`src/design/fste_pkg.sv`:
```
// Shared types and constants for the format string text engine.
// No dependencies; every other file in the block depends on this package.
package fste_pkg;

   localparam int CHAR_W  = 8;
   localparam int KIND_W  = 2;
   localparam int COUNT_W = 31;

   localparam logic [COUNT_W-1:0] COUNT_MAX = '1;

   localparam logic [CHAR_W-1:0] CH_NUL   = 8'h00;
   localparam logic [CHAR_W-1:0] CH_PCT   = 8'h25;
   localparam logic [CHAR_W-1:0] CH_C     = 8'h63;
   localparam logic [CHAR_W-1:0] CH_S     = 8'h73;
   localparam logic [CHAR_W-1:0] CH_I     = 8'h69;
   localparam logic [CHAR_W-1:0] CH_D     = 8'h64;
   localparam logic [CHAR_W-1:0] CH_ZERO  = 8'h30;
   localparam logic [CHAR_W-1:0] CH_MINUS = 8'h2D;

   // double dabble digit correction
   localparam logic [3:0] BCD_ADJ_LIMIT = 4'd5;
   localparam logic [3:0] BCD_ADJ       = 4'd3;

   localparam int QUEUE_DEPTH = 2;

   typedef enum logic [KIND_W-1:0] {
      KIND_CHAR    = 2'd0,
      KIND_DONE    = 2'd1,
      KIND_BAD_PCT = 2'd2,
      KIND_SEQ     = 2'd3
   } kind_type;

   typedef enum logic [1:0] {
      MODE_PLAIN,
      MODE_PCT,
      MODE_STR
   } mode_type;

   typedef enum logic [2:0] {
      OP_NONE,
      OP_CHAR,
      OP_PCT_CHAR,
      OP_DEC,
      OP_DONE,
      OP_BAD_PCT,
      OP_SEQ
   } op_type;

   typedef struct packed {
      op_type              op;
      logic [CHAR_W-1:0]   ch;
   } cmd_type;

   typedef struct packed {
      logic full;
      logic empty;
   } q_status_type;

   typedef enum logic [2:0] {
      BK_IDLE,
      BK_PCT2,
      BK_CONV,
      BK_SIGN,
      BK_DIGIT
   } back_state_type;

endpackage

```
`src/design/fste_channels.sv`:
```
// Request and response channel interfaces (valid/ready plus payload).
// Depends on fste_pkg for field widths.
interface fste_req_if #(parameter int ARG_BITS = 32);
   logic                                valid;
   logic                                ready;
   logic                                func;
   logic [fste_pkg::CHAR_W-1:0]         ch;
   logic signed [ARG_BITS-1:0]          arg_value;

   modport source (output valid, func, ch, arg_value, input ready);
   modport sink   (input valid, func, ch, arg_value, output ready);
endinterface

interface fste_rsp_if;
   logic                                valid;
   logic                                ready;
   logic [fste_pkg::KIND_W-1:0]         out_kind;
   logic [fste_pkg::CHAR_W-1:0]         out_char;
   logic [fste_pkg::COUNT_W-1:0]        out_count;
   logic                                last;

   modport source (output valid, out_kind, out_char, out_count, last, input ready);
   modport sink   (input valid, out_kind, out_char, out_count, last, output ready);
endinterface

```
`src/design/format_string_text_engine.sv`:
```
// Format string text engine top: parser front, two-entry command queue, emitter back.
// Text, %c, %% and status: the item is queued and the back registers the response,
// then one per cycle while rsp.ready holds. %d/%i: a pop, ARG_BITS shift-add-3 steps,
// then leading zeros are skipped and the sign and digits are emitted in order.
// Synchronous active-high reset clears the format mode, the queue, the emitted count
// and the response valid. Depends on fste_pkg, fste_channels, fste_queue/front/back.
module format_string_text_engine #(
   parameter int ARG_BITS = 32
) (
   input  logic       clock,
   input  logic       reset,
   fste_req_if.sink   req,
   fste_rsp_if.source rsp
);
   import fste_pkg::*;

   localparam int Q_W = $bits(cmd_type) + ARG_BITS + 1;

   q_status_type        status;
   logic                push;
   logic                pop;
   cmd_type             push_cmd;
   cmd_type             q_cmd;
   logic [ARG_BITS-1:0] push_mag;
   logic [ARG_BITS-1:0] q_mag;
   logic                push_neg;
   logic                q_neg;
   logic [Q_W-1:0]      q_data;

   fste_front #(.ARG_BITS(ARG_BITS)) u_front (
      .clock    (clock),
      .reset    (reset),
      .req      (req),
      .status   (status),
      .push     (push),
      .push_cmd (push_cmd),
      .push_mag (push_mag),
      .push_neg (push_neg)
   );

   fste_queue #(.WIDTH(Q_W)) u_queue (
      .clock     (clock),
      .reset     (reset),
      .push      (push),
      .push_data ({push_cmd, push_mag, push_neg}),
      .pop       (pop),
      .pop_data  (q_data),
      .status    (status)
   );

   assign {q_cmd, q_mag, q_neg} = q_data;

   fste_back #(.ARG_BITS(ARG_BITS)) u_back (
      .clock  (clock),
      .reset  (reset),
      .status (status),
      .q_cmd  (q_cmd),
      .q_mag  (q_mag),
      .q_neg  (q_neg),
      .pop    (pop),
      .rsp    (rsp)
   );

endmodule

```
`src/design/fste_queue.sv`:
```
// Two-entry command queue between the parser front and the emitter back.
// Depends on fste_pkg.
module fste_queue #(
   parameter int WIDTH = 48
) (
   input  logic                       clock,
   input  logic                       reset,
   input  logic                       push,
   input  logic [WIDTH-1:0]           push_data,
   input  logic                       pop,
   output logic [WIDTH-1:0]           pop_data,
   output fste_pkg::q_status_type     status
);
   import fste_pkg::*;

   localparam int PTR_W = $clog2(QUEUE_DEPTH);
   localparam int CNT_W = $clog2(QUEUE_DEPTH + 1);

   logic [WIDTH-1:0] mem [QUEUE_DEPTH];
   logic [PTR_W-1:0] wr_ptr_ff, wr_ptr_in;
   logic [PTR_W-1:0] rd_ptr_ff, rd_ptr_in;
   logic [CNT_W-1:0] fill_ff, fill_in;

   always_comb begin
      wr_ptr_in = wr_ptr_ff;
      rd_ptr_in = rd_ptr_ff;
      fill_in   = fill_ff;
      if (push) begin
         wr_ptr_in = (wr_ptr_ff == PTR_W'(QUEUE_DEPTH - 1)) ? '0 : wr_ptr_ff + 1'b1;
      end
      if (pop) begin
         rd_ptr_in = (rd_ptr_ff == PTR_W'(QUEUE_DEPTH - 1)) ? '0 : rd_ptr_ff + 1'b1;
      end
      if (push && !pop) begin
         fill_in = fill_ff + 1'b1;
      end else if (pop && !push) begin
         fill_in = fill_ff - 1'b1;
      end
   end

   always_ff @(posedge clock) begin
      if (reset) begin
         wr_ptr_ff <= '0;
         rd_ptr_ff <= '0;
         fill_ff   <= '0;
      end else begin
         wr_ptr_ff <= wr_ptr_in;
         rd_ptr_ff <= rd_ptr_in;
         fill_ff   <= fill_in;
      end
   end

   always_ff @(posedge clock) begin
      if (push) begin
         mem[wr_ptr_ff] <= push_data;
      end
   end

   assign pop_data     = mem[rd_ptr_ff];
   assign status.full  = (fill_ff == CNT_W'(QUEUE_DEPTH));
   assign status.empty = (fill_ff == '0);

endmodule

```
`src/design/fste_front.sv`:
```
// Parser front: accepts request items, tracks the format mode and
// classifies each item into a command for the back. Depends on fste_pkg.
module fste_front #(
   parameter int ARG_BITS = 32
) (
   input  logic                       clock,
   input  logic                       reset,
   fste_req_if.sink                   req,
   input  fste_pkg::q_status_type     status,
   output logic                       push,
   output fste_pkg::cmd_type          push_cmd,
   output logic [ARG_BITS-1:0]        push_mag,
   output logic                       push_neg
);
   import fste_pkg::*;

   mode_type            mode_ff, mode_in;
   logic                accept;
   logic [ARG_BITS-1:0] raw;

   assign req.ready = !status.full;
   assign accept    = req.valid && req.ready;
   assign raw       = req.arg_value;
   assign push_neg  = raw[ARG_BITS-1];
   assign push_mag  = push_neg ? (~raw) + {{(ARG_BITS-1){1'b0}}, 1'b1} : raw;

   always_comb begin
      mode_in     = mode_ff;
      push_cmd.op = OP_NONE;
      push_cmd.ch = req.ch;
      if (accept) begin
         if (req.func) begin
            if (mode_ff != MODE_STR) begin
               push_cmd.op = OP_SEQ;
            end else if (req.ch == CH_NUL) begin
               mode_in = MODE_PLAIN;
            end else begin
               push_cmd.op = OP_CHAR;
            end
         end else begin
            case (mode_ff)
               MODE_PLAIN: begin
                  if (req.ch == CH_NUL) begin
                     push_cmd.op = OP_DONE;
                  end else if (req.ch == CH_PCT) begin
                     mode_in = MODE_PCT;
                  end else begin
                     push_cmd.op = OP_CHAR;
                  end
               end
               MODE_PCT: begin
                  mode_in = MODE_PLAIN;
                  case (req.ch)
                     CH_NUL: push_cmd.op = OP_BAD_PCT;
                     CH_C: begin
                        push_cmd.op = OP_CHAR;
                        push_cmd.ch = raw[CHAR_W-1:0];
                     end
                     CH_D, CH_I: push_cmd.op = OP_DEC;
                     CH_S: mode_in = MODE_STR;
                     CH_PCT: push_cmd.op = OP_CHAR;
                     default: push_cmd.op = OP_PCT_CHAR;
                  endcase
               end
               default: push_cmd.op = OP_SEQ;
            endcase
         end
      end
   end

   assign push = accept && (push_cmd.op != OP_NONE);

   always_ff @(posedge clock) begin
      if (reset) begin
         mode_ff <= MODE_PLAIN;
      end else begin
         mode_ff <= mode_in;
      end
   end

endmodule

```
`src/design/fste_back.sv`:
```
// Emitter back: pops commands, runs the shift-add-3 decimal conversion and
// drives the registered response channel. Owns the emitted count. Depends on fste_pkg.
module fste_back #(
   parameter int ARG_BITS = 32
) (
   input  logic                       clock,
   input  logic                       reset,
   input  fste_pkg::q_status_type     status,
   input  fste_pkg::cmd_type          q_cmd,
   input  logic [ARG_BITS-1:0]        q_mag,
   input  logic                       q_neg,
   output logic                       pop,
   fste_rsp_if.source                 rsp
);
   import fste_pkg::*;

   localparam int DIG_MAX = (ARG_BITS * 77) / 256 + 1;
   localparam int BCD_W   = DIG_MAX * 4;
   localparam int DIG_W   = $clog2(DIG_MAX + 1);
   localparam int STEP_W  = $clog2(ARG_BITS + 1);

   back_state_type       state_ff, state_in;
   logic [COUNT_W-1:0]   count_ff, count_in;
   logic [ARG_BITS-1:0]  bin_ff, bin_in;
   logic [BCD_W-1:0]     bcd_ff, bcd_in, bcd_adj;
   logic [STEP_W-1:0]    step_ff, step_in;
   logic [DIG_W-1:0]     dig_ff, dig_in;
   logic                 seen_ff, seen_in;
   logic                 neg_ff, neg_in;
   logic [CHAR_W-1:0]    ch_ff, ch_in;

   logic                 valid_ff, valid_in;
   kind_type             kind_ff, kind_in;
   logic [CHAR_W-1:0]    char_ff, char_in;
   logic [COUNT_W-1:0]   cnt_ff, cnt_in;
   logic                 last_ff, last_in;

   logic                 out_free;
   logic                 emit;
   kind_type             e_kind;
   logic [CHAR_W-1:0]    e_char;
   logic [COUNT_W-1:0]   e_count;
   logic                 e_last;
   logic [3:0]           top_digit;

   assign out_free  = !valid_ff || rsp.ready;
   assign top_digit = bcd_ff[BCD_W-1 -: 4];

   always_comb begin
      for (int i = 0; i < DIG_MAX; i++) begin
         bcd_adj[i*4 +: 4] = (bcd_ff[i*4 +: 4] >= BCD_ADJ_LIMIT) ?
                             bcd_ff[i*4 +: 4] + BCD_ADJ : bcd_ff[i*4 +: 4];
      end
   end

   always_comb begin
      state_in = state_ff;
      count_in = count_ff;
      bin_in   = bin_ff;
      bcd_in   = bcd_ff;
      step_in  = step_ff;
      dig_in   = dig_ff;
      seen_in  = seen_ff;
      neg_in   = neg_ff;
      ch_in    = ch_ff;
      valid_in = out_free ? 1'b0 : valid_ff;
      kind_in  = kind_ff;
      char_in  = char_ff;
      cnt_in   = cnt_ff;
      last_in  = last_ff;
      pop      = 1'b0;
      emit     = 1'b0;
      e_kind   = KIND_CHAR;
      e_char   = '0;
      e_count  = '0;
      e_last   = 1'b1;

      case (state_ff)
         BK_IDLE: begin
            if (!status.empty) begin
               case (q_cmd.op)
                  OP_DEC: begin
                     pop      = 1'b1;
                     bin_in   = q_mag;
                     neg_in   = q_neg;
                     bcd_in   = '0;
                     step_in  = STEP_W'(ARG_BITS);
                     state_in = BK_CONV;
                  end
                  OP_CHAR: begin
                     if (out_free) begin
                        pop    = 1'b1;
                        emit   = 1'b1;
                        e_char = q_cmd.ch;
                     end
                  end
                  OP_PCT_CHAR: begin
                     if (out_free) begin
                        pop      = 1'b1;
                        emit     = 1'b1;
                        e_char   = CH_PCT;
                        e_last   = 1'b0;
                        ch_in    = q_cmd.ch;
                        state_in = BK_PCT2;
                     end
                  end
                  OP_DONE: begin
                     if (out_free) begin
                        pop      = 1'b1;
                        emit     = 1'b1;
                        e_kind   = KIND_DONE;
                        e_count  = count_ff;
                        count_in = '0;
                     end
                  end
                  OP_BAD_PCT: begin
                     if (out_free) begin
                        pop      = 1'b1;
                        emit     = 1'b1;
                        e_kind   = KIND_BAD_PCT;
                        count_in = '0;
                     end
                  end
                  OP_SEQ: begin
                     if (out_free) begin
                        pop    = 1'b1;
                        emit   = 1'b1;
                        e_kind = KIND_SEQ;
                     end
                  end
                  default: pop = 1'b1;
               endcase
            end
         end
         BK_PCT2: begin
            if (out_free) begin
               emit     = 1'b1;
               e_char   = ch_ff;
               state_in = BK_IDLE;
            end
         end
         BK_CONV: begin
            {bcd_in, bin_in} = {bcd_adj[BCD_W-2:0], bin_ff, 1'b0};
            step_in = step_ff - 1'b1;
            if (step_ff == STEP_W'(1)) begin
               dig_in   = DIG_W'(DIG_MAX);
               seen_in  = 1'b0;
               state_in = neg_ff ? BK_SIGN : BK_DIGIT;
            end
         end
         BK_SIGN: begin
            if (out_free) begin
               emit     = 1'b1;
               e_char   = CH_MINUS;
               e_last   = 1'b0;
               state_in = BK_DIGIT;
            end
         end
         BK_DIGIT: begin
            if (!seen_ff && top_digit == 4'd0 && dig_ff != DIG_W'(1)) begin
               bcd_in = {bcd_ff[BCD_W-5:0], 4'd0};
               dig_in = dig_ff - 1'b1;
            end else if (out_free) begin
               emit    = 1'b1;
               e_char  = CH_ZERO + {4'd0, top_digit};
               e_last  = (dig_ff == DIG_W'(1));
               bcd_in  = {bcd_ff[BCD_W-5:0], 4'd0};
               dig_in  = dig_ff - 1'b1;
               seen_in = 1'b1;
               if (dig_ff == DIG_W'(1)) begin
                  state_in = BK_IDLE;
               end
            end
         end
         default: state_in = BK_IDLE;
      endcase

      if (emit) begin
         valid_in = 1'b1;
         kind_in  = e_kind;
         char_in  = e_char;
         cnt_in   = e_count;
         last_in  = e_last;
         if (e_kind == KIND_CHAR && count_ff != COUNT_MAX) begin
            count_in = count_ff + 1'b1;
         end
      end
   end

   always_ff @(posedge clock) begin
      if (reset) begin
         state_ff <= BK_IDLE;
         count_ff <= '0;
         valid_ff <= 1'b0;
      end else begin
         state_ff <= state_in;
         count_ff <= count_in;
         valid_ff <= valid_in;
      end
   end

   always_ff @(posedge clock) begin
      bin_ff  <= bin_in;
      bcd_ff  <= bcd_in;
      step_ff <= step_in;
      dig_ff  <= dig_in;
      seen_ff <= seen_in;
      neg_ff  <= neg_in;
      ch_ff   <= ch_in;
      kind_ff <= kind_in;
      char_ff <= char_in;
      cnt_ff  <= cnt_in;
      last_ff <= last_in;
   end

   assign rsp.valid     = valid_ff;
   assign rsp.out_kind  = kind_ff;
   assign rsp.out_char  = char_ff;
   assign rsp.out_count = cnt_ff;
   assign rsp.last      = last_ff;

endmodule
```
`src/flat_wrapper.sv`:
```
// flat-port wrapper written by rule: the top's interface ports become plain ports
module format_string_text_engine_flat import fste_pkg::*;
#(
   parameter int ARG_BITS = 32
)
  (clock, reset, req_valid, req_func, req_ch, req_arg_value, req_ready, rsp_valid, rsp_out_kind, rsp_out_char, rsp_out_count, rsp_last, rsp_ready);
  fste_req_if #(.ARG_BITS(ARG_BITS)) req_i ();
  fste_rsp_if rsp_i ();
  input  logic clock;
  input  logic reset;
  input wire logic [$bits(req_i.valid)-1:0] req_valid;
  input wire logic [$bits(req_i.func)-1:0] req_func;
  input wire logic [$bits(req_i.ch)-1:0] req_ch;
  input wire logic [$bits(req_i.arg_value)-1:0] req_arg_value;
  output wire logic [$bits(req_i.ready)-1:0] req_ready;
  output wire logic [$bits(rsp_i.valid)-1:0] rsp_valid;
  output wire logic [$bits(rsp_i.out_kind)-1:0] rsp_out_kind;
  output wire logic [$bits(rsp_i.out_char)-1:0] rsp_out_char;
  output wire logic [$bits(rsp_i.out_count)-1:0] rsp_out_count;
  output wire logic [$bits(rsp_i.last)-1:0] rsp_last;
  input wire logic [$bits(rsp_i.ready)-1:0] rsp_ready;
  assign req_i.valid = req_valid;
  assign req_i.func = req_func;
  assign req_i.ch = req_ch;
  assign req_i.arg_value = req_arg_value;
  assign req_ready = req_i.ready;
  assign rsp_valid = rsp_i.valid;
  assign rsp_out_kind = rsp_i.out_kind;
  assign rsp_out_char = rsp_i.out_char;
  assign rsp_out_count = rsp_i.out_count;
  assign rsp_last = rsp_i.last;
  assign rsp_i.ready = rsp_ready;
  format_string_text_engine #(.ARG_BITS(ARG_BITS)) u_core (.clock(clock), .reset(reset), .req(req_i), .rsp(rsp_i));
endmodule
```
`config.mk`:
```
export PLATFORM = sky130hd
export DESIGN_NAME = format_string_text_engine_flat
export DESIGN_NICKNAME = d
export VERILOG_FILES = /design/src/design/fste_pkg.sv /design/src/design/fste_channels.sv /design/src/design/format_string_text_engine.sv /design/src/design/fste_queue.sv /design/src/design/fste_front.sv /design/src/design/fste_back.sv /design/src/flat_wrapper.sv
export SDC_FILE = /design/constraint.sdc
export NUM_CORES = 1
export LEC_CHECK = 0
export BUFFER_PORTS_ARGS = -buffer_cell sky130_fd_sc_hd__clkbuf_2
export CAP_MARGIN = 20
export CORE_ASPECT_RATIO = 1.2
export CORE_MARGIN = 4
export CORE_UTILIZATION = 51
export CTS_BUF_LIST = sky130_fd_sc_hd__clkbuf_8 sky130_fd_sc_hd__clkbuf_16
export DETAILED_ROUTE_END_ITERATION = 16
export PLACE_DENSITY = 0.66
export SLEW_MARGIN = 0
export SYNTH_ARGS = -nofsm -noshare
export SYNTH_HDL_FRONTEND = slang
export SYNTH_SLANG_ARGS = --single-unit
```
`constraint.sdc`:
```
create_clock -name clock -period 5.4 [get_ports clock]
set_input_delay 1.08 -clock clock [delete_from_list [all_inputs] [get_ports clock]]
set_output_delay 1.08 -clock clock [all_outputs]
set_load 0.01 [all_outputs]
```
==> key figures, run 1 <==
Synth
  • Synth Area per Inst: 11.6 um2
  • Seq cells post-synth: 264
  • Net Count, Synth: 1159
  • YS warnings: 0
  • Post-synth EDFFs: 222
  • Synth cell types: 59
  • Post-synth top cells: edfxtp_1 (222), nand2_1 (107), o21ai_0 (95)
  • Asr flop ratio synth: 0
  • Post-synth top area cell: edfxtp_1
  • Primary FF master, synth: edfxtp_1
  • Top cell type's share of synthesized area: 0.531
  • Post-Syn Area: 0.0126 mm2
  • Seq/Total Area, Yosys: 0.598
  • Count leader, synth: edfxtp_1
  • Cells after Synth: 1086
  • Top cells by area, synth: edfxtp_1 (53%), dfxtp_1 (6.7%), o21ai_0 (3.8%), nand2_1 (3.2%), xnor2_1 (3.1%)

GRT
  • Vias in the first global route: 8397
  • Largest net degree at the start of global routing: 65
  • Initial antenna violation count: 0
  • Grt ovf: 0
  • Total GRT Usage: 0.181
  • First-pass GRT wire length: 41100 um

STA
  • Setup TNS: 0 ns
  • Minimum clock period after layout: 3.50 ns
  • Fmax: 0.286 GHz
  • Slew Limit Fails: 0
  • Final setup vio count: 0
  • RSZ-0062 raised after global routing: false
  • Slew @ Worst Pin: 0.997 ns
  • Period utilisation layout: 0.647
  • Final Skew: 0.0273 ns
  • Final hold violation count: 0
  • Slew Limit Headroom: 0.330

Drt
  • DR pass1 iterations: 5
  • Routed WL per cell: 16.3 um
  • Number of DRC markers in iteration 0: 416
  • Total wire length: 24700 um
  • Vias/cell: 5.58
  • DRT antenna net count: 0
  • Total number of vias: 8458
  • # DRC: 0

Clocking
  • Clock buffer count from CTS: 27
  • CTS Hold Bufs: 0
  • Post-cts gate resize count: 0
  • Clk root buf: clkbuf_16
  • Clk sink count: 264
  • CTS tree: built
  • Clock slew at reported path FFs: 0.06 ns
  • Postcts setup bufs: 0
  • Clock Tree Buf Depth: 3
  • Clk_lat worst skew: 0.54 ns
  • H-tree depth reported by CTS: 1

Floorplanning
  • Initial core utilization: 0.521
  • Die ar.: 0.0272 mm2
  • Die Ht: 180 um
  • I/O Pins: 89
  • Floorplan Core Area: 0.0241 mm2
  • Die width: 151 um
  • # rows: 62

Final layout
  • Layout cells sized above 1: 0.148
  • Final nets: 1249
  • N_diodes: 0
  • Area Growth Syn to Fin: 13.8%

Pwr
  • Seq pwr share: 0.478
  • Leak: 4.93 nW
  • Gate power share: 0.221
  • VDD IR-drop max: 235 uV
  • Switch Pwr: 1.77 mW
  • Sw Ratio: 0.292
  • Internal power: 4.28 mW
  • Total power: 6.05 mW
  • Power Dens Cells: 423 mW/mm2
  • Clock power share: 0.301

Run
  • Max-cap viol count: 0

Setup path
  • Crit path kind: in2reg
  • Crit path DAT: 3.96 ns
  • CP startpoint kind: input port
  • Maximum fanout along the worst path: 6
  • Kind of end point of the critical path: flip-flop
  • Required @ worst endpoint: 5.87 ns

Place
  • Final GP Congestion: 0.776
  • PortBufs: 88
  • DP Wirelength: 16300 um

Run status
  • Run status: finished clean

Hold path
  • Hold Path Class: reg2reg
-- routing by layer --
layer | wire (um) | vias to the layer above | global-route usage
met2 | 12300 | 148 | 0.317
met4 | 438 | 0 | 0.0417
met5 | 0 | - | 0
met3 | 926 | 33 | 0.0252
li1 | - | 4222 | -
met1 | 11000 | 4055 | 0.237
-- state kept, by name, indices dropped and copies added (netlist names), 2 cells and up, named ones only --
name,flops
u_core.u_back.state_ff,3
u_core.u_back.bin_ff,32
u_core.u_front.mode_ff,2
u_core.u_back.step_ff,6
u_core.u_queue.fill_ff,2
u_core.u_back.count_ff,31
u_core.u_back.rsp.out_kind,2
u_core.u_queue.mem,88
u_core.u_back.rsp.out_char,8
u_core.u_back.rsp.out_count,31
u_core.u_back.dig_ff,4
u_core.u_back.ch_ff,8
u_core.u_back.bcd_ff,40
-- cell usage in the layout (no fill, tap or decap), types with 3 or more instances in the layout --
cell and instances:
o32ai_1 4, inv_1 46, nand2_1 107, nand3_1 21, or3_1 19, a22oi_1 8, and3_1 5, clkbuf_8 3
nor3_1 18, nand2b_1 19, mux2_2 14, or4_4 4, ha_1 28, mux2i_1 39, nor2b_1 10, a31oi_1 5
clkbuf_2 88, or4_1 17, edfxtp_1 222, nor3b_1 15, nand3b_1 3, xnor2_1 45, o21ai_0 95, dfxtp_1 41
or2_2 3, a21oi_1 64, nor2_4 4, o31ai_1 21, o21a_1 7, clkbuf_16 28, and2_1 30, xor2_1 11
o22ai_1 10, nand4_1 12, buf_4 10, nor2_1 55, clkinv_2 4, o211ai_1 5, nor4_1 11, a211oi_1 4
-- critical path, stage by stage --
cell and delay (ns):
clkbuf_2 0.13, or4_1 0.54, nor3_1 0.31, o21ai_0 0.15
a221oi_1 0.58, and2_1 0.29, inv_1 0.06, ha_1 0.30
or3_1 0.39, a21oi_1 0.14
-- cell families after synthesis --
logic type | count (synthesis) | share of synthesized area
AO/OA/AOI/OAI | 244 | 0.118
adder cells (fa/ha/maj) | 28 | 0.0279
multiplexers | 53 | 0.0436
XOR/XNOR | 56 | 0.0390
AND/OR/NAND/NOR | 363 | 0.151
buffers and inverters | 78 | 0.0235
flip-flops | 264 | 0.598
-- through the flow --
stage,cell area (um2),hold WS (ns),cells,setup WS (ns),utilization
final,14300,0.508,1515,1.90,0.593
after global routing,14300,0.538,1515,1.65,0.593
after CTS,14300,0.514,1514,1.92,0.592
after detailed placement,13400,0.500,1466,1.36,0.555
after global placement,13400,0.487,1465,1.45,0.555
after floorplan,12600,0.450,1086,0.597,-
-- power by group through the flow --
stage,Sequential [mW],Clock (mW),Combinational [mW]
3_3_place_gp,2.93,0,1.29
3_5_place_dp,2.94,0,1.33
6_report,2.89,1.82,1.34
5_1_grt,2.93,1.95,1.49
2_1_floorplan,2.98,0,0.832
4_1_cts,2.90,1.87,1.33
-- path summary, 6_finish.rpt --
path,slack (ns),cells past startpoint,to,from
setup / recovery,1.90,10,u_core.u_queue.fill_ff[1],req_ch[4]
hold / removal,0.51,2,u_core.u_back.count_ff[30],u_core.u_back.count_ff[30]
hold reg to reg,0.51,2,u_core.u_back.count_ff[30],u_core.u_back.count_ff[30]
setup reg to reg,2.10,8,u_core.u_back.count_ff[22],u_core.u_back.dig_ff[1]
-- final cells by class --
cell class | count | area [um2]
Clock buffer | 31 | 742
Clock inverter | 17 | 134
Fill cell | 1986 | 9830
Inverter | 39 | 146
Multi-Input combinational cell | 744 | 4810
Sequential cell | 264 | 7510
Tap cell | 320 | 400
Timing Repair Buffer | 100 | 556
Power figures use the tool's default switching activity.
==> run 2, diff against run 1 <==
- clock period: 5.4 -> 3.3 ns (I/O delays scaled with it)
==> key figures, run 2 (same netlist as run 1, synthesis figures left out) <==
Pwr
  • Internal power: 7.03 mW (+64%)
  • Clock power share: 0.301 (about the same)
  • Sw Ratio: 0.294 (+0.00211)
  • Switch Pwr: 2.93 mW (+66%)
  • Power Dens Cells: 688 mW/mm2 (+63%)
  • VDD IR-drop max: 387 uV (+64%)
  • Gate power share: 0.225 (+0.004)
  • Seq pwr share: 0.475 (-0.003)
  • Leak: 5.00 nW (+1.5%)

STA
  • Slew @ Worst Pin: 0.871 ns (-0.126 ns)
  • Fmax: 0.352 GHz
  • Minimum clock period after layout: 2.84 ns
  • RSZ-0062 raised after global routing: false
  • Slew Limit Headroom: 0.419 (+0.0884)
  • Final hold violation count: 0 (unchanged)
  • Period utilisation layout: 0.860
  • Setup TNS: 0 ns (unchanged)
  • Slew Limit Fails: 0 (unchanged)
  • Final Skew: 0.0231 ns (-0.00422 ns)
  • Min Hold Slack: 0.400 ns (-0.109 ns)
  • Final setup vio count: 0 (unchanged)

Floorplanning
  • Die ar.: 0.0272 mm2 (unchanged)
  • Die Ht: 180 um (unchanged)
  • Die width: 151 um (unchanged)
  • I/O Pins: 89 (unchanged)
  • Floorplan Core Area: 0.0241 mm2 (unchanged)
  • Initial core utilization: 0.521 (unchanged)
  • # rows: 62 (unchanged)

Final layout
  • Most frequent cells in the layout: edfxtp_1 (222), nand2_1 (107), o21ai_0 (95)
  • Largest register FFs: 88 (unchanged)
  • Biggest register: u_core.u_queue.mem
  • N_diodes: 0 (unchanged)
  • Top flop regs: u_core.u_queue.mem x88, u_core.u_back.bcd_ff x40, u_core.u_back.bin_ff x32
  • Layout cells sized above 1: 0.161 (+0.0133)
  • Area Growth Syn to Fin: 15.2%
  • Area of the multi-input gates: 0.00482 mm2 (+0.13%)
  • Storage cell area: 0.00751 mm2 (unchanged)
  • Most common cell after layout, fill and taps aside: edfxtp_1
  • Final nets: 1267 (+1.4%)
  • Fillers: 2013 (+1.4%)

Drt
  • Total wire length: 24900 um (+1.1%)
  • DRT antenna net count: 0 (unchanged)
  • Total number of vias: 8572 (+1.3%)
  • Number of DRC markers in iteration 0: 500 (+20%)
  • Vias/cell: 5.59 (about the same)
  • DR pass1 iterations: 4 (-1)
  • # DRC: 0 (unchanged)
  • Routed WL per cell: 16.3 um (-0.15%)

Run
  • Max-cap viol count: 0 (unchanged)

Setup path
  • Maximum fanout along the worst path: 19 (+13)
  • Worst r2r dst: u_core.u_back.count_ff[12]
  • Kind of end point of the critical path: flip-flop
  • CP endpoint: u_core.u_back.count_ff[12]
  • Required @ worst endpoint: 3.77 ns (-2.10 ns)
  • Crit path kind: reg2reg
  • Crit path DAT: 3.31 ns (-0.65 ns)
  • Reg2Reg Depth: 9 (+1)
  • CP startpoint kind: flip-flop
  • Reg-to-Reg Start: u_core.u_back.dig_ff[1]
  • CP Launch Point: u_core.u_back.dig_ff[1]
  • Reg2reg setup slack: 0.46 ns (-1.64 ns)

Place
  • Final GP Congestion: 0.798 (+2.9%)
  • DP Wirelength: 16500 um (+1.2%)
  • PortBufs: 88 (unchanged)

Clocking
  • Clock Tree Buf Depth: 3 (unchanged)
  • Postcts setup bufs: 0 (unchanged)
  • Clock buffer count from CTS: 27 (unchanged)
  • Clk root buf: clkbuf_16
  • Post-cts gate resize count: 0 (unchanged)
  • Clock slew at reported path FFs: 0.06 ns (about the same)
  • H-tree depth reported by CTS: 1 (unchanged)
  • Clk sink count: 264 (unchanged)
  • CTS tree: built
  • Clk_lat worst skew: 0.54 ns (about the same)
  • CTS Hold Bufs: 0 (unchanged)

GRT
  • Largest net degree at the start of global routing: 65 (unchanged)
  • Total GRT Usage: 0.183 (+0.00250)
  • Vias in the first global route: 8419 (+0.26%)
  • Grt ovf: 0 (unchanged)
  • Initial antenna violation count: 1 (+1)
  • First-pass GRT wire length: 41500 um (+1.1%)

Hold path
  • Hold Path Class: in2reg
  • Worst hold stages: 1 (-1)

Run status
  • Run status: finished clean
==> run 2: cell count changes in the layout (fill, tap and decap cells not counted), sizes merged <==
cell	change
buf	+18
clkinv	+7
inv	-4
clkbuf	-3
bufinv	+1
==> run 2: area by class of cell <==
| cell class | instances | area share |
|---|---|---|
| clock buffers | 28 | 0.0476 |
| clock inverters | 21 | 0.0126 |
| inverters | 39 | 0.0101 |
| multi-input cells | 744 | 0.333 |
| flip-flops and latches | 264 | 0.519 |
| well taps | 320 | 0.0277 |
| repair buffers | 118 | 0.0503 |
==> run 2: power by group through the flow <==
stage	registers (mW)	logic, mW	clock network [mW]
global route	4.79	2.51	3.22
CTS	4.73	2.27	3.07
detailed placement	4.80	2.27	0
finish	4.73	2.24	3.00
global placement	4.79	2.18	0
floorplan	4.85	1.37	0
==> run 2: worst max-delay path, stage by stage (launching register included) <==
cell,delay [ns]
edfxtp_1,0.39
inv_1,0.09
ha_1,0.14
nor3b_1,0.35
nor4_1,0.18
o221ai_1,0.45
nand4_1,0.30
buf_4,0.29
or4_1,0.41
a21oi_1,0.15
==> run 2: routing by layer <==
layer | vias up | wire (um) | GRT usage
met5 | - | 7 | 0
li1 | 4273 | - | -
met1 | 4108 | 10800 | 0.239
met3 | 37 | 1050 | 0.0292
met2 | 152 | 12700 | 0.321
met4 | 2 | 434 | 0.0406
==> run 2: metrics by stage <==
| stage | power, mW | util | cell area (um2) | std cells | worst slack, ns |
|---|---|---|---|---|---|
| finish | 9.96 | 0.600 | 14500 | 1534 | 0.462 |
| detailed placement | 7.06 | 0.564 | 13600 | 1485 | -0.0764 |
| global route | 10.5 | 0.600 | 14500 | 1534 | 0.133 |
| floorplan | 6.22 | - | 12600 | 1086 | -0.0901 |
| CTS | 10.1 | 0.600 | 14500 | 1534 | 0.426 |
| global placement | 6.96 | 0.563 | 13600 | 1484 | -0.0397 |
==> run 2: worst min-delay path by stage <==
stage,startpoint,end,slack [ns]
finish,req_arg_value[0],u_core.u_queue.mem[1][1],0.40
global route,req_arg_value[0],u_core.u_queue.mem[1][1],0.40
CTS,req_arg_value[0],u_core.u_queue.mem[1][1],0.38
detailed placement,u_core.u_front.mode_ff[1],u_core.u_front.mode_ff[1],0.49
global placement,u_core.u_back.count_ff[23],u_core.u_back.count_ff[23],0.48
floorplan,u_core.u_back.count_ff[30],u_core.u_back.count_ff[30],0.45
==> run 3, diff against run 2 <==
- CAP_MARGIN: 20 -> not set
- GPL_TIMING_DRIVEN: not set -> 0
==> key figures, run 3 (same netlist as run 1, synthesis figures left out) <==
Pwr
  • VDD IR-drop max: 514 uV (+33%)
  • Leak: 4.95 nW (-0.98%)
  • Power Dens Cells: 694 mW/mm2 (+0.80%)

Run status
  • Run status: finished clean

Drt
  • # DRC: 0 (unchanged)
  • Total wire length: 25700 um (+3.0%)
  • DRT antenna net count: 0 (unchanged)
  • Vias/cell: 5.65 (+1.1%)
  • Total number of vias: 8740 (+2.0%)
  • Routed WL per cell: 16.6 um (+2.1%)
  • DR pass1 iterations: 5 (+1)
  • Number of DRC markers in iteration 0: 498 (-0.40%)

Floorplanning
  • Die Ht: 180 um (unchanged)
  • # rows: 62 (unchanged)
  • Initial core utilization: 0.521 (unchanged)
  • Die width: 151 um (unchanged)
  • Die ar.: 0.0272 mm2 (unchanged)
  • Floorplan Core Area: 0.0241 mm2 (unchanged)
  • I/O Pins: 89 (unchanged)

Run
  • Max-cap viol count: 0 (unchanged)

STA
  • Final Skew: 0.0124 ns (-0.0107 ns)
  • Final hold violation count: 0 (unchanged)
  • Fmax: 0.319 GHz (-9.6%)
  • Period utilisation layout: 0.951 (+0.0908)
  • Slew Limit Fails: 0 (unchanged)
  • Minimum clock period after layout: 3.14 ns (+0.300 ns)
  • Slew @ Worst Pin: 1.32 ns (+0.449 ns)
  • Final setup vio count: 0 (unchanged)
  • Slew Limit Headroom: 0.113 (-0.306)

Setup path
  • Top delay family on crit path: simple AND/OR/NAND/NOR gates
  • Worst r2r dst: u_core.u_back.count_ff[8]
  • Crit path kind: in2reg
  • Required @ worst endpoint: 3.44 ns (-0.33 ns)
  • Reg-to-Reg Start: u_core.u_back.state_ff[1]
  • CP startpoint kind: input port
  • Buffers & Inverters on Critical Path: 1 (-1)
  • Maximum fanout along the worst path: 44 (+25)
  • Kind of end point of the critical path: flip-flop
  • CP Cell Sequence: clkbuf_2 > or4_1 > nand2b_1 > a21oi_1 > a31oi_1 > and2_1 > nor2_4
  • Reg2reg setup slack: 0.20 ns (-0.26 ns)
  • Reg2Reg Depth: 9 (unchanged)
  • Slowest cell on crit path: nor2_4
  • Worst path max stage delay: 0.97 ns (+0.52 ns)
  • Crit path DAT: 3.28 ns (-0.03 ns)

Place
  • DP Wirelength: 18100 um (+9.4%)
  • Final GP Congestion: 0.831 (+4.1%)
  • PortBufs: 88 (unchanged)
  • Placed insts: 1498 (+0.88%)

GRT
  • Total GRT Usage: 0.189 (+0.00578)
  • Initial antenna violation count: 0 (-1)
  • First-pass GRT wire length: 42500 um (+2.3%)
  • Grt ovf: 0 (unchanged)
  • Largest net degree at the start of global routing: 45 (-31%)
  • Vias in the first global route: 8606 (+2.2%)

Final layout
  • Layout Utilization: 0.600 (about the same)
  • Storage cell area: 0.00751 mm2 (about the same)
  • Fillers: 1980 (-1.6%)
  • Area of the multi-input gates: 0.00484 mm2 (+0.44%)
  • Most frequent cells in the layout: edfxtp_1 (222), nand2_1 (107), o21ai_0 (95)
  • N_diodes: 0 (unchanged)
  • Layout cells sized above 1: 0.143 (-0.0188)
  • Largest register FFs: 88 (unchanged)
  • Final nets: 1280 (+1.0%)
  • Biggest register: u_core.u_queue.mem
  • Most common cell after layout, fill and taps aside: edfxtp_1
  • Top flop regs: u_core.u_queue.mem x88, u_core.u_back.bcd_ff x40, u_core.u_back.bin_ff x32
  • Area Growth Syn to Fin: 15.2% (about the same)
  • Final Non-Filler Cells: 1547 (+0.85%)

Clocking
  • Clock slew at reported path FFs: 0.07 ns (about the same)
  • Clock buffer count from CTS: 27 (unchanged)
  • Postcts setup bufs: 0 (unchanged)
  • Clk root buf: clkbuf_16
  • Clk_lat worst skew: 0.53 ns (about the same)
  • CTS tree: built
  • Clock Tree Buf Depth: 3 (unchanged)
  • Clk sink count: 264 (unchanged)
  • H-tree depth reported by CTS: 1 (unchanged)

Hold path
  • Worst hold stages: 2 (+1)
  • Hold Path Sink: u_core.u_queue.mem[1][24]
  • Min-delay src: req_arg_value[23]
  • Hold Path Class: in2reg
-- run 3: changes by cell type in the layout (fill, tap and decap cells not counted), moves of 3 or more --
cell / previous run / this run
buf_1: 0 / 8
buf_12: 5 / 2
buf_4: 25 / 0
clkbuf_1: 0 / 29
-- run 3: where the power goes --
group / leakage [nW] / internal [mW] / switching, mW
logic: 2.10 / 0.829 / 1.43
clock network: 0.446 / 1.80 / 1.27
registers: 2.40 / 4.45 / 0.263
-- run 3: worst max-delay path by stage --
stage	start	end	slack (ns)	depth (start not counted)
after floorplan	req_ch[4]	u_core.u_queue.mem[1][0]	-0.09	5
after global placement	req_ch[4]	u_core.u_queue.mem[1][22]	-1.05	6
after detailed placement	req_ch[4]	u_core.u_queue.fill_ff[1]	-0.41	10
after CTS	u_core.u_back.dig_ff[0]	u_core.u_back.count_ff[8]	0.06	9
after global routing	req_ch[4]	u_core.u_queue.mem[0][10]	-0.008	7
final	req_ch[4]	u_core.u_queue.mem[0][10]	0.16	7
-- run 3: layout make-up --
type,count,area share
clock buffers,30,0.0495
well taps,320,0.0277
flip-flops and latches,264,0.519
repair buffers,92,0.0370
multi-input cells,744,0.334
clock inverters,19,0.0125
inverters,39,0.0101
plain buffers,39,0.0103
-- run 3: routing by layer --
metal	global-route usage	up-vias	wire length [um]
met1	0.238	4211	11000
met5	0	-	0
li1	-	4296	-
met2	0.339	189	13200
met4	0.0483	0	507
met3	0.0257	44	1010
-- run 3: timing repair --
item,in CTS,in global routing
hold buffers,0,0
gates cloned,0,0
setup endpoints to repair,8,9
pin swaps,0,0
resized for setup,1,4
-- run 3: per-stage QoR --
stage / worst slack, ns / hold slack [ns] / TNS [ns] / total power [mW] / cell area (um2)
3_5_place_dp: -0.414 / 0.493 / -22.90 / 7.06 / 13500
4_1_cts: 0.0616 / 0.450 / 0 / 10.1 / 14400
3_3_place_gp: -1.05 / 0.484 / -119.03 / 6.92 / 13400
5_1_grt: -0.00789 / 0.460 / -0.112 / 10.6 / 14500
2_1_floorplan: -0.0901 / 0.450 / -3.97 / 6.22 / 12600
6_report: 0.163 / 0.464 / 0 / 10.0 / 14500
